## src/design/toc_pkg.sv

```systemverilog
// Package for the timed output command controller.
// Holds the state struct, the command codes and the timing constants.
// No dependencies.
package toc_pkg;

    // command codes
    localparam logic [7:0] CMD_CLEAR  = 8'h00;
    localparam logic [7:0] CMD_SET    = 8'h01;
    localparam logic [7:0] CMD_TOGGLE = 8'h02;
    localparam logic [7:0] CMD_NONE   = 8'hFF;

    // command groups taken from the upper nibble
    localparam logic [3:0] GRP_CANCEL    = 4'h0;
    localparam logic [3:0] GRP_BLINK_SEC = 4'h1;
    localparam logic [3:0] GRP_BLINK_TEN = 4'h2;

    // delayed close / open ranges taken from the upper two bits
    localparam logic [1:0] RNG_CLOSE = 2'b01;
    localparam logic [1:0] RNG_OPEN  = 2'b10;

    // input function codes
    localparam logic FUNC_CMD  = 1'b0;
    localparam logic FUNC_TICK = 1'b1;

    // millisecond scale factors
    localparam logic [15:0] MS_PER_SEC   = 16'd1000;
    localparam logic [15:0] MS_PER_TENTH = 16'd100;

    // controller state
    typedef struct packed {
        logic        level;
        logic [7:0]  pending;
        logic [15:0] ms_left;
        logic        armed;
    } t_state;

endpackage

```

## src/design/toc_exec.sv

```systemverilog
// Command execution logic for the timed output controller.
// Maps one command byte and the current state to the next state.
// Depends on toc_pkg.
module toc_exec (
    input  logic [7:0]      i_cmd,
    input  toc_pkg::t_state i_state,
    output toc_pkg::t_state o_state
);

    logic [5:0]  w_secs;
    logic [15:0] w_sec_ms;
    logic [15:0] w_tenth_ms;
    logic [15:0] w_delay;
    logic        w_arm;

    // delay in milliseconds for the timed groups
    assign w_secs     = (i_cmd[7:4] == toc_pkg::GRP_BLINK_SEC) ? {2'b00, i_cmd[3:0]}
                                                               : i_cmd[5:0];
    assign w_sec_ms   = 16'(w_secs) * toc_pkg::MS_PER_SEC;
    assign w_tenth_ms = 16'(i_cmd[3:0]) * toc_pkg::MS_PER_TENTH;
    assign w_delay    = (i_cmd[7:4] == toc_pkg::GRP_BLINK_TEN) ? w_tenth_ms : w_sec_ms;

    // decode and apply the command
    always_comb begin
        o_state = i_state;
        w_arm   = 1'b0;
        if (i_cmd != toc_pkg::CMD_NONE) begin
            if (i_cmd[7:4] == toc_pkg::GRP_CANCEL) begin
                if (i_cmd == toc_pkg::CMD_CLEAR) begin
                    o_state.level = 1'b0;
                end else if (i_cmd == toc_pkg::CMD_SET) begin
                    o_state.level = 1'b1;
                end else if (i_cmd == toc_pkg::CMD_TOGGLE) begin
                    o_state.level = ~i_state.level;
                end
                o_state.pending = toc_pkg::CMD_NONE;
                o_state.armed   = 1'b0;
                o_state.ms_left = '0;
            end else if (i_cmd[7:4] == toc_pkg::GRP_BLINK_SEC ||
                         i_cmd[7:4] == toc_pkg::GRP_BLINK_TEN) begin
                o_state.level   = ~i_state.level;
                o_state.pending = i_cmd;
                w_arm           = 1'b1;
            end else if (i_cmd[7:6] == toc_pkg::RNG_CLOSE) begin
                o_state.pending = toc_pkg::CMD_CLEAR;
                w_arm           = 1'b1;
            end else if (i_cmd[7:6] == toc_pkg::RNG_OPEN) begin
                o_state.pending = toc_pkg::CMD_SET;
                w_arm           = 1'b1;
            end
            // a zero delay leaves the timer as it was
            if (w_arm && w_delay != 16'd0) begin
                o_state.ms_left = w_delay;
                o_state.armed   = 1'b1;
            end
        end
    end

endmodule

```

## src/design/toc_state.sv

```systemverilog
// State register and tick handling of the timed output controller.
// Counts the timer down and runs the pending command at expiry.
// Depends on toc_pkg and toc_exec.
module toc_state (
    input  logic            i_clk,
    input  logic            i_rst_n,
    input  logic            i_en,
    input  logic            i_func,
    input  logic [7:0]      i_cmd,
    output toc_pkg::t_state o_next
);

    toc_pkg::t_state r_state;
    toc_pkg::t_state n_state;
    toc_pkg::t_state w_base;
    toc_pkg::t_state w_exec;
    logic [7:0]      w_cmd;
    logic            w_running;

    assign w_running = r_state.armed && (r_state.ms_left > 16'd1);

    // a tick at expiry runs the pending command on a disarmed state
    always_comb begin
        w_base = r_state;
        w_cmd  = i_cmd;
        if (i_func == toc_pkg::FUNC_TICK) begin
            w_base.ms_left = '0;
            w_base.armed   = 1'b0;
            w_cmd          = r_state.pending;
        end
    end

    toc_exec u_exec (
        .i_cmd   (w_cmd),
        .i_state (w_base),
        .o_state (w_exec)
    );

    // next state selection
    always_comb begin
        n_state = r_state;
        if (i_func == toc_pkg::FUNC_CMD) begin
            n_state = w_exec;
        end else if (w_running) begin
            n_state.ms_left = r_state.ms_left - 16'd1;
        end else if (r_state.armed) begin
            n_state = w_exec;
        end
    end

    assign o_next = n_state;

    // state register
    always_ff @(posedge i_clk) begin
        if (!i_rst_n) begin
            r_state.level   <= 1'b0;
            r_state.pending <= toc_pkg::CMD_NONE;
            r_state.ms_left <= '0;
            r_state.armed   <= 1'b0;
        end else if (i_en) begin
            r_state <= n_state;
        end
    end

    // an idle timer holds zero
    a_idle_zero: assert property (@(posedge i_clk) disable iff (!i_rst_n)
        !r_state.armed |-> r_state.ms_left == 16'd0)
        else $error("timer idle with nonzero count");

    // an armed timer never sits at zero
    a_armed_nonzero: assert property (@(posedge i_clk) disable iff (!i_rst_n)
        r_state.armed |-> r_state.ms_left != 16'd0)
        else $error("timer armed with zero count");

    // an armed timer always has something to run
    a_armed_pending: assert property (@(posedge i_clk) disable iff (!i_rst_n)
        r_state.armed |-> r_state.pending != toc_pkg::CMD_NONE)
        else $error("timer armed with no pending command");

    // a tick on a running timer counts down by one
    a_countdown: assert property (@(posedge i_clk) disable iff (!i_rst_n)
        i_en && i_func == toc_pkg::FUNC_TICK && w_running
        |=> r_state.armed && r_state.ms_left == $past(r_state.ms_left) - 16'd1)
        else $error("tick did not count down");

endmodule

```

## src/design/timed_output_command_controller_top.sv

```systemverilog
// Top level of the timed output command controller.
// Input register, state update and result register; depends on toc_pkg and toc_state.
// Depends on toc_pkg and toc_state.

// Takes one item per clock cycle while the output side is not stalled: a
// command byte (i_func = 0) or a one millisecond tick (i_func = 1), and
// returns one result per item with the output level and whether a delayed
// action is armed. An item passes an input register, one pass of decode and
// timer logic that also updates the controller state, and a result register.
// A stall on the output side holds the result register and then the input
// register; the state advances only when an item moves into the result
// register.
module timed_output_command_controller_top (
    input  logic       i_clk,
    input  logic       i_rst_n,
    input  logic       i_valid,
    output logic       o_ready,
    input  logic       i_func,
    input  logic [7:0] i_cmd,
    output logic       o_valid,
    input  logic       i_ready,
    output logic       o_level,
    output logic       o_busy_res
);

    logic            r_in_valid;
    logic            r_func;
    logic [7:0]      r_cmd;
    logic            r_out_valid;
    logic            r_level;
    logic            r_busy;
    logic            w_adv;
    toc_pkg::t_state w_next;

    // move the held item into the result register
    assign w_adv   = r_in_valid && (!r_out_valid || i_ready);
    assign o_ready = !r_in_valid || w_adv;

    // input register
    always_ff @(posedge i_clk) begin
        if (!i_rst_n) begin
            r_in_valid <= 1'b0;
        end else if (o_ready) begin
            r_in_valid <= i_valid;
        end
    end

    always_ff @(posedge i_clk) begin
        if (o_ready && i_valid) begin
            r_func <= i_func;
            r_cmd  <= i_cmd;
        end
    end

    toc_state u_state (
        .i_clk   (i_clk),
        .i_rst_n (i_rst_n),
        .i_en    (w_adv),
        .i_func  (r_func),
        .i_cmd   (r_cmd),
        .o_next  (w_next)
    );

    // result register
    always_ff @(posedge i_clk) begin
        if (!i_rst_n) begin
            r_out_valid <= 1'b0;
        end else if (w_adv) begin
            r_out_valid <= 1'b1;
        end else if (i_ready) begin
            r_out_valid <= 1'b0;
        end
    end

    always_ff @(posedge i_clk) begin
        if (w_adv) begin
            r_level <= w_next.level;
            r_busy  <= w_next.armed;
        end
    end

    assign o_valid    = r_out_valid;
    assign o_level    = r_level;
    assign o_busy_res = r_busy;

    // a held item stays put while the result register is blocked
    a_in_hold: assert property (@(posedge i_clk) disable iff (!i_rst_n)
        r_in_valid && !w_adv |=> r_in_valid && $stable(r_cmd) && $stable(r_func))
        else $error("held item lost while stalled");

    // a result that is not taken is kept
    a_out_hold: assert property (@(posedge i_clk) disable iff (!i_rst_n)
        r_out_valid && !i_ready |=> r_out_valid && $stable(r_level) && $stable(r_busy))
        else $error("result changed while stalled");

    // an item always advances when the result register is free
    a_advance: assert property (@(posedge i_clk) disable iff (!i_rst_n)
        r_in_valid && !r_out_valid |-> w_adv)
        else $error("item not advanced into free result register");

endmodule
```

## config.mk

```make
export PLATFORM = sky130hd
export DESIGN_NAME = timed_output_command_controller_top
export DESIGN_NICKNAME = d
export VERILOG_FILES = /design/src/design/toc_pkg.sv /design/src/design/toc_exec.sv /design/src/design/toc_state.sv /design/src/design/timed_output_command_controller_top.sv
export SDC_FILE = /design/constraint.sdc
export NUM_CORES = 1
export LEC_CHECK = 0
export BUFFER_PORTS_ARGS = -buffer_cell sky130_fd_sc_hd__buf_2
export CAP_MARGIN = 10
export CORE_MARGIN = 2
export CORE_UTILIZATION = 60
export CTS_CLUSTER_DIAMETER = 100
export DETAILED_ROUTE_END_ITERATION = 8
export GPL_ROUTABILITY_DRIVEN = 0
export HOLD_SLACK_MARGIN = 0.1
export MAX_ROUTING_LAYER = met4
export PLACE_DENSITY = 0.78
export SLEW_MARGIN = 20
export SYNTH_ARGS = -nofsm -noshare
export SYNTH_HDL_FRONTEND = slang
export SYNTH_SLANG_ARGS = --single-unit
```

## constraint.sdc

```tcl
create_clock -name i_clk -period 7.9 [get_ports i_clk]
set_input_delay 0.79 -clock i_clk [delete_from_list [all_inputs] [get_ports i_clk]]
set_output_delay 0.79 -clock i_clk [all_outputs]
set_load 0.02 [all_outputs]
```

-- Word-level counts from Yosys, hierarchy flattened
Cells that the tools add are included.
- input bits: 13
- output and inout bits: 4
- logic and storage cells: 67
- flip-flop bits (word level): 39
- add/sub/neg operators: 1
- $mul: 2
- mux-type cells: 27
- bitwise gates (word level): 1
- order comparisons: 1
- equal/unequal tests: 10
- reduce and logical (&&, ||, !) cells: 15
- operator list (kind ; count):
    26-bit two-way mux ; 3
    17-bit two-way mux ; 3
    16-bit two-way mux ; 2
    8-bit two-way mux ; 4
    9-bit two-way mux ; 2
    16-bit by 1-bit > comparator with 1-bit output, second input constant ; 1
    16-bit nonzero test ; 1
    16-bit by 1-bit subtractor with 16-bit output, second input constant ; 1
    6-bit by 7-bit multiplier with 13-bit output, second input constant ; 1
    1-bit two-way mux ; 12
    4-bit by 5-bit multiplier with 9-bit output, second input constant ; 1
    8-bit by 1-bit equality test with 1-bit output, second input constant ; 1
    8-bit by 2-bit equality test with 1-bit output, second input constant ; 1
    8-bit zero test ; 1
    8-bit inequality test, second input constant ; 1
    6-bit two-way mux ; 1
    4-bit by 1-bit equality test with 1-bit output, second input constant ; 1
    4-bit by 2-bit equality test with 1-bit output, second input constant ; 1
    1-bit logical AND ; 4
    4-bit zero test ; 1
    1-bit logical OR ; 3
    3-bit by 1-bit inequality test with 1-bit output, second input constant ; 1
    3-bit AND reduction ; 1
    2-bit by 1-bit equality test with 1-bit output, second input constant ; 1
    7 further kinds ; 8

-- Longest topological paths before layout
Gate-level depths: netlist of run 1.
- depth after elaboration: 13
- mapped depth: 23
- gate-level depth less buffers: 17

-- Cells and area by module
From an unflattened synthesis of run 1, not the netlist that was laid out.
- cells, all modules: 554
- area total of the unflattened synthesis: 4479.3 µm²
- modules (own cells, without submodules) (module ; area each (µm²) ; sequential area each (µm²) ; cells each ; instances):
    toc_state ; 2153.3 ; 520.5 ; 294 ; 1
    toc_exec ; 1891.8 ; 0.0 ; 240 ; 1
    timed_output_command_controller_top ; 434.2 ; 370.4 ; 20 ; 1

-- Worst setup path after synthesis of run 1
No wires, ideal clock.
- path type: register to register
- from: register r_func
- to: register r_busy (netlist: o_busy_res) (data pin)
- setup time: 260 ps
- stages on the path, launching flop included: 24
- buffers on the path: 6
- slack: 2249 ps
- data arrival time: 5392 ps
- clock period less this slack: 5651 ps
- data required time: 7640 ps
- cell sequence: edfxtp_1 > buf_2 > buf_1 > clkbuf_1 > mux2i_1 > ha_1 > buf_4 > nor2_1 > a21o_1 > ha_1 > or2_2 > fa_1 > fa_1 > ha_1 > clkbuf_1 > o21ai_0 > o21ai_0 > o21ai_0 > xnor2_1 > o31a_1 > o21ai_2 > buf_6 > nand2b_1 > a21oi_1
- RTL lines (item ; RTL line ; RTL):
    from (decl) ; timed_output_command_controller_top.sv:27 ; logic r_func;
    from (signal assigned) ; timed_output_command_controller_top.sv:50 ; r_func <= i_func;
    to (signal assigned) ; timed_output_command_controller_top.sv:78 ; r_busy <= w_next.armed;
    to (decl) ; timed_output_command_controller_top.sv:31 ; logic r_busy;

==> results of run 1 <==
-- cell type report --
class	count	area share [%]
flip-flops and latches	39	22.2
clock inverters	2	0.344
multi-input cells	374	67.1
repair buffers	19	3.06
clock buffers	6	2.34
well taps	75	2.34
inverters	27	2.53
-- final timing paths --
path	from	endpoint	slack (ps)	cells past startpoint
worst min-delay path	u_state.r_state[19]	u_state.r_state[19]	500	1
worst max register to register	r_func	o_busy_res	1850	18
worst max-delay path	r_func	o_busy_res	1850	18
worst min register to register	u_state.r_state[19]	u_state.r_state[19]	500	1
-- worst max-delay path, cell delays in order, from the launching register on --
cell and delay (ps):
edfxtp_1 670, buf_16 220, mux2i_1 380, ha_1 400
nor2_1 90, a21o_1 220, ha_1 170, or2_2 360
fa_1 500, fa_1 490, ha_1 250, a2111oi_0 370
o21ai_0 200, and4_1 230, nor2_1 170, nand4b_1 190
o21ai_2 560, nand2b_1 210, a21oi_1 100
-- report_power, final --
part | switching [mW] | internal (mW)
combinational | 0.315 | 0.202
sequential | 0.0105 | 0.215
clock | 0.0770 | 0.0814
-- metal layers --
layer  track usage [%]  vias up  wire length [um]
li1                  -     1709                 -
met1              38.8     1712              4200
met2              47.9      194              4670
met3              4.37       34               764
met4              11.8        0               336
met5                 -        -                 0
-- kinds of logic after synthesis --
group	share of synthesized area, %
simple gates	19.4
flops	23.7
xor+xnor	3.96
compound gates	25.1
fa+ha+maj	19.0
buf+inv	4.95
mux	3.89
-- through the flow --
stage               utilization (%)  power (mW)
finish                         66.9       0.901
CTS                            66.4       0.883
global route                   66.9       0.960
floorplan                         -       0.613
detailed placement             64.6       0.725
global placement               64.6       0.712
-- registers in the layout, indices dropped and copies added, names as in the netlist --
signal and count:
u_state.r_state 26, r_cmd 8, o_busy_res 1, o_level 1
o_valid 1, r_func 1, r_in_valid 1
-- cells in the mapped netlist (3+ instances only) --
cell type,number,area [um^2]
clkbuf_1,11,41.3
a21o_1,5,37.5
ha_1,38,475
xnor2_1,9,78.8
xor2_1,8,70.1
a21oi_1,22,110
and2_1,4,25.0
a211oi_1,6,45.0
fa_1,12,240
and3_1,3,18.8
nand3_1,8,40.0
nand2_1,38,143
o21a_1,5,37.5
a31oi_1,10,62.6
dfxtp_1,28,561
a22oi_1,4,30.0
a2111oi_0,3,26.3
inv_1,27,101
and4_1,3,26.3
mux2i_1,12,120
nand4b_1,3,26.3
o311ai_0,5,43.8
or2_2,3,18.8
nor3_1,18,90.1
o21ai_0,44,220
nand2b_1,5,31.3
a221o_1,5,50.1
o31ai_1,4,30.0
nor2_1,51,191
o211ai_1,6,45.0
nor4_1,4,25.0
edfxtp_1,11,330
==> results by group, run 1 <==
Status
  – Outcome: complete, no violations

Yosys
  – Synth Flop Type: dfxtp_1
  – Synthesized cell area: roughly 0.0038 mm^2
  – Fraction of registers with async set/reset: 0%
  – Seq/Total Area, Yosys: 23.7%
  – EDFF count, synth: 11
  – Avg Inst Size Synth: just over 8 um^2
  – Post-Synthesis Cells: 457
  – #FFs+latches synth: 39
  – Syn Nets: 520
  – Distinct cells, synth: 63
  – Yosys warnings: 0

Die
  – Die width: 83.2 um
  – Core ar.: 0.00599 mm^2
  – Num ports: 17
  – Row Count: 28
  – Die span in y: 83.2 um
  – Die area: a little under 0.007 mm^2
  – Initial Util: roughly 63%

CTS
  – CTS max path bufs: 2
  – Hold-fix buffers, CTS: 0
  – H-tree depth: 2
  – TritonCTS buffer count: 5
  – CTS tree: built
  – Reg clk slew, reported paths: around 80 ps
  – CTS Sinks: 39
  – CTS root buffer: clkbuf_8
  – Post-CTS sizing: 0
  – Clock latency on the worst-skew pair: between 300 and 400 ps
  – Post-CTS setup buffers: 0

Placed design
  – Port bufs: 16
  – Worst slack at placement: 1720 ps
  – # placed instances: about 530
  – DP Area: 0.00387 mm^2
  – Detailed Place HPWL: 7450 um

Cells and area
  – # fillers: between 500 and 600
  – Most frequent cells in the layout: nor2_1 (50), o21ai_0 (44), nand2_1 (38), ha_1 (38), dfxtp_1 (28)
  – P&R area growth vs syn: 6.42%
  – Final instance area: 0.00401 mm^2
  – Diodes inserted: 0
  – Multi-input gate area: 0.00269 mm^2
  – Leading cell type in the layout, fill and taps excluded: nor2_1
  – FF+latch area: 891 um^2
  – Final Non-Filler Cells: 542
  – Layout cells sized above 1: 8.57%
  – Nets@finish: 529

Setup path
  – Critical Path Sink Type: flip-flop
  – CP startpoint kind: flip-flop
  – CP required: 7950 ps
  – Max FO, Critical Path: 22
  – WS Path Type: flip-flop to flip-flop
  – Worst Path Arrival: roughly 6100 ps

Global route
  – Global-route wire length before repair: 16,700 um
  – Total GRT Usage: 30.1%
  – Vias in the first global route: 3,513
  – Initial antenna violation count: 0
  – Total congestion overflow: 0
  – Largest net degree at the start of global routing: 32

Power
  – Leak: approximately 1.7 nW
  – Worst vdd ir: 128 uV
  – Pwr Density: 225 mW/mm^2

Detailed routing
  – Drt pass-1 iters: 5
  – Via/cell ratio: slightly below 7
  – Final WL: 9970 um
  – Vias: 3,649
  – Wire per inst: 18.4 um
  – Final ANT Viol Nets: 0
  – Number of remaining DRC errors: 0
  – Number of DRC markers in iteration 0: 373

STA
  – Slew Limit Fails: 0
  – Period minus WS final: 6050 ps
  – Final Cycle Share: 76.5%
  – Worst Slack Setup Final: between 1500 and 2000 ps
  – Final hold slack: 501 ps
  – Final setup TNS: 0 ps
  – Slew headroom: 38.3%
  – F_max: approximately 170 MHz
  – Final setup viols: 0
  – Slew at the pin closest to its max-slew limit: 918 ps
  – RSZ-0062 raised after global routing: no
  – Skew final: between 15 and 20 ps
  – Final hold violation count: 0

Job
  – Max-cap violations: 0

Worst hold path
  – Worst Hold Class: flip-flop to flip-flop
(Power assumes the default switching activity.)
==> run 2: changes to the inputs <==
- clock period: 7.9 -> 5.7 ns (I/O delays scaled with it)
==> results by group, run 2 (synthesis gave the netlist of run 1 again) <==
CTS
  – CTS max path bufs: 2
  – Reg clk slew, reported paths: 80 ps
  – Hold-fix buffers, CTS: 0
  – CTS Sinks: 39
  – Clock latency on the worst-skew pair: roughly 300 ps
  – H-tree depth: 2
  – CTS root buffer: clkbuf_8
  – TritonCTS buffer count: 5
  – CTS tree: built

Global route
  – Total congestion overflow: 0
  – Initial antenna violation count: 0
  – Largest net degree at the start of global routing: 30
  – Total GRT Usage: 29.5%
  – Global-route wire length before repair: about 16,000 um
  – Vias in the first global route: ~3,500

Setup path
  – Worst r2r path cells: 17
  – Critical Path Sink Type: flip-flop
  – CP endpoint: u_state.r_state[9]
  – RR Endpoint: u_state.r_state[9]
  – Crit path max-delay cell type: fa_1
  – R2r startpoint: r_func
  – WS Path Type: flip-flop to flip-flop
  – CP Cell Sequence: buf_6 > mux2i_1 > nor2_1 > a21o_1 > ha_1 > or2_2 > fa_1 > fa_1 > ha_1 > a2111oi_1 > o21ai_0 > and4_1 > nor2_1 > nand4b_1 > o21ai_4 > mux2i_1 > o221a_2
  – Max FO, Critical Path: 29
  – CP peak stage delay: 500 ps
  – CP required: 5890 ps
  – R2r setup slk: around 320 ps
  – Worst Path Arrival: 5580 ps
  – CP startpoint kind: flip-flop
  – CP startpoint: r_func

STA
  – Slew Limit Fails: 0
  – F_max: about 190 MHz
  – Slew at the pin closest to its max-slew limit: 1140 ps
  – Period minus WS final: about 5400 ps
  – Final hold slack: 441 ps
  – Final Cycle Share: 94.4%
  – Worst Slack Setup Final: 317 ps
  – Final setup viols: 0
  – Skew final: about 12 ps
  – Final hold violation count: 0
  – Slew headroom: 23.7%

Detailed routing
  – Number of remaining DRC errors: 0
  – Number of DRC markers in iteration 0: 450
  – Final WL: 10,100 um
  – Via/cell ratio: 6.63
  – Vias: 3,642
  – Wire per inst: between 15 and 20 um
  – Drt pass-1 iters: 5
  – Final ANT Viol Nets: 0

Cells and area
  – Diodes inserted: 0
  – Final Non-Filler Cells: 549
  – Final core utilization: slightly below 70%
  – Largest register FFs: 26
  – FF+latch area: 891 um^2
  – Nets@finish: 536
  – Multi-input gate area: 0.00272 mm^2
  – Most frequent cells in the layout: nor2_1 (51), o21ai_0 (44), nand2_1 (38), ha_1 (38), dfxtp_1 (28)
  – P&R area growth vs syn: 8.01%
  – Largest registers: u_state.r_state: 26 flops, r_cmd: 8 flops
  – Leading cell type in the layout, fill and taps excluded: nor2_1
  – Most flop-heavy register: u_state.r_state
  – Layout cells sized above 1: about a tenth
  – # fillers: 499

Power
  – Leak: 1.70 nW
  – Worst vdd ir: 213 uV
  – Pwr Density: 312 mW/mm^2

Placed design
  – # placed instances: approximately 540
  – Worst slack at placement: 253 ps
  – Port bufs: 16
  – Detailed Place HPWL: 7410 um

Worst hold path
  – Worst Hold Class: input pin to flip-flop
  – Hold depth: 1

Status
  – Outcome: complete, no violations

Die
  – Row Count: 28
  – Die span in y: 83.2 um
  – Die area: a little under 0.007 mm^2
  – Core ar.: approximately 0.0060 mm^2
  – Die width: between 80 and 90 um
  – Initial Util: between 60% and 70%
  – Num ports: 17

Job
  – Max-cap violations: 0
## run 2: changes by cell type in the layout (fill, tap and decap cells not counted), sizes merged
cell   delta
o21ai     +1
buf       +6
## run 2: worst min-delay path by stage
stage,end,start
after global placement,u_state.r_state[24],u_state.r_state[24]
after detailed placement,u_state.r_state[24],u_state.r_state[24]
after floorplan,u_state.r_state[24],u_state.r_state[24]
after CTS,r_cmd[7],i_cmd[7]
after global routing,r_cmd[7],i_cmd[7]
final,r_cmd[7],i_cmd[7]
## run 2: metal layers
| layer | routed length (um) | global-route usage, % | vias up |
|---|---|---|---|
| met1 | 4500 | 39.9 | 1721 |
| met2 | 4760 | 47.9 | 178 |
| met3 | 629 | 3.18 | 22 |
| met5 | 0 | - | - |
| li1 | - | - | 1721 |
| met4 | 180 | 6.71 | 0 |
## run 2: cell type report
class | instances | area share [%]
Clock buffer | 6 | 2.31
Clock inverter | 2 | 0.339
Tap cell | 75 | 2.31
Multi-Input combinational cell | 375 | 66.9
Timing Repair Buffer | 25 | 3.72
Inverter | 27 | 2.49
Sequential cell | 39 | 21.9
## run 2: per-stage QoR
stage | TNS (ps) | power, mW | instance area [um^2]
detailed placement | 0 | 1.01 | 3910
global route | -97.8 | 1.35 | 4070
global placement | 0 | 0.987 | 3910
CTS | 0 | 1.23 | 4020
floorplan | 0 | 0.849 | 3760
finish | 0 | 1.27 | 4070
## run 2: report_power, final
part,total [mW],switching [mW],internal [mW]
Clock,0.222,0.109,0.113
Combinational,0.736,0.447,0.289
Sequential,0.311,0.0132,0.298
Total,1.27,0.569,0.699
## run 2: repair_timing
action                                 CTS  global route
endpoints found under the hold margin    0             0
setup endpoints to repair                0            14
resized for setup                        0             7
buffers inserted                         0             1
## run 2: worst max-delay path: cells and delay by family (launching register included)
| kind | cells | cell delay (ps) |
|---|---|---|
| buffers and inverters | 1 | 280 |
| muxes | 2 | 470 |
| DFF | 1 | 460 |
| and+or+nand+nor | 5 | 1130 |
| AOI/OAI and AO/OA | 5 | 1470 |
| adders and majority gates | 4 | 1430 |
==> run 3: changes to the inputs <==
- PLACE_DENSITY: 0.78 -> 0.82
==> results by group, run 3 (synthesis gave the netlist of run 1 again) <==
Die
  – Row Count: 28
  – Num ports: 17
  – Core ar.: 0.00599 mm^2
  – Initial Util: between 60% and 70%
  – Die width: 83.2 um
  – Die area: 0.00692 mm^2
  – Die span in y: 83.2 um

Cells and area
  – Most flop-heavy register: u_state.r_state
  – Leading cell type in the layout, fill and taps excluded: nor2_1
  – Most frequent cells in the layout: nor2_1 (50), o21ai_0 (44), nand2_1 (38), ha_1 (38), dfxtp_1 (28)
  – Layout cells sized above 1: 9.73%
  – Largest registers: u_state.r_state: 26 flops, r_cmd: 8 flops
  – Diodes inserted: 0
  – Final core utilization: ~67%
  – Nets@finish: roughly 540
  – Final Non-Filler Cells: ~550
  – Largest register FFs: 26
  – P&R area growth vs syn: 6.75%

CTS
  – TritonCTS buffer count: 5
  – Post-CTS setup buffers: 0
  – CTS tree: built
  – CTS root buffer: clkbuf_8
  – H-tree depth: 2
  – CTS Sinks: 39
  – CTS max path bufs: 2
  – Clock latency on the worst-skew pair: 300 ps
  – Reg clk slew, reported paths: 80 ps

Status
  – Outcome: complete, no violations

Detailed routing
  – Number of remaining DRC errors: 0
  – Wire per inst: 18.5 um
  – Via/cell ratio: 6.74
  – Number of DRC markers in iteration 0: approximately 440
  – Drt pass-1 iters: 7
  – Vias: roughly 3,700
  – Final WL: 10,200 um
  – Final ANT Viol Nets: 0

Power
  – Worst vdd ir: 162 uV
  – Tot Pwr: 1.22 mW
  – Pwr Density: ~300 mW/mm^2
  – Leak: 1.68 nW

STA
  – Final Cycle Share: 92.8%
  – Slew Limit Fails: 0
  – Slew at the pin closest to its max-slew limit: 957 ps
  – Final hold violation count: 0
  – Final setup viols: 0
  – F_max: about 190 MHz
  – RSZ-0062 raised after global routing: no
  – Skew final: 14.8 ps
  – Period minus WS final: 5290 ps
  – Final setup TNS: 0 ps
  – Slew headroom: 35.7%
  – Final hold slack: 454 ps

Worst hold path
  – Hold Path Origin: i_cmd[2]
  – Hold depth: 1
  – Worst Hold Class: input pin to flip-flop
  – Worst hold endpoint: r_cmd[2]

Setup path
  – R2r setup slk: 410 ps
  – WS Path Type: flip-flop to flip-flop
  – R2r startpoint: r_func
  – Max FO, Critical Path: 12
  – CP startpoint kind: flip-flop
  – Worst Path Arrival: between 5000 and 6000 ps
  – RR Endpoint: o_busy_res
  – Critical Path Sink Type: flip-flop
  – Worst r2r path cells: 17
  – CP required: 5730 ps

Placed design
  – Port bufs: 16
  – # placed instances: 540
  – Detailed Place HPWL: 7600 um

Global route
  – Vias in the first global route: 3,546
  – Initial antenna violation count: 0
  – Total congestion overflow: 0
  – Global-route wire length before repair: 16,800 um
  – Total GRT Usage: 30.0%
  – Largest net degree at the start of global routing: 23

Job
  – Max-cap violations: 0
==> run 3: layout make-up <==
type,count,area (um^2)
fill,472,1970
multi-input combinational,374,2700
timing repair buffer,25,148
inverter,27,101
tap,75,93.8
clock inverter,2,11.3
sequential,39,891
clock buffer,6,72.6
==> run 3: timing repair <==
action                     CTS  global route
hold buffers                 0             0
hold endpoints to repair     0             0
gates resized for setup      0             2
setup endpoints to repair    0             6
==> run 3: worst max path at each step <==
stage / startpoint / depth (start not counted) / end / slack, ps
finish: r_func / 17 / o_busy_res / 410
global placement: r_func / 17 / u_state.r_state[9] / 460
CTS: r_func / 15 / u_state.r_state[9] / 250
floorplan: r_func / 23 / o_busy_res / 50
detailed placement: r_func / 15 / u_state.r_state[9] / 290
global route: r_func / 17 / o_busy_res / 30
==> run 3: metal layers <==
| metal | vias to the layer above | part of all wire, % | track usage, % |
|---|---|---|---|
| li1 | 1718 | - | - |
| met1 | 1720 | 41 | 38.6 |
| met2 | 213 | 47 | 49.6 |
| met3 | 41 | 8.4 | 3.58 |
| met4 | 0 | 3.0 | 9.54 |
| met5 | - | 0 | - |
==> run 3: worst max-delay path: stages, from the launching register on <==
cell and delay [ps]:
edfxtp_1 430, mux2i_1 360, ha_1 260, nor2_1 60
a21o_1 210, ha_1 170, or2_2 360, fa_1 520
fa_1 490, ha_1 250, a2111oi_0 340, o21ai_0 160
and4_1 220, nor2_1 180, nand4b_1 240, o21ai_4 430
nand2b_1 210, a21oi_1 120
==> run 3: power by group <==
group | total [mW] | switching [mW] | internal (mW)
registers | 0.311 | 0.0136 | 0.298
clock network | 0.189 | 0.103 | 0.0861
logic | 0.716 | 0.431 | 0.284
total | 1.22 | 0.548 | 0.668
==> run 3: metrics by stage <==
stage | area (um^2) | worst slack (ps)
after floorplan | 3760 | 48.5
after global placement | 3920 | 457
after detailed placement | 3920 | 292
after CTS | 4010 | 251
after global routing | 4020 | 28.0
final | 4020 | 411
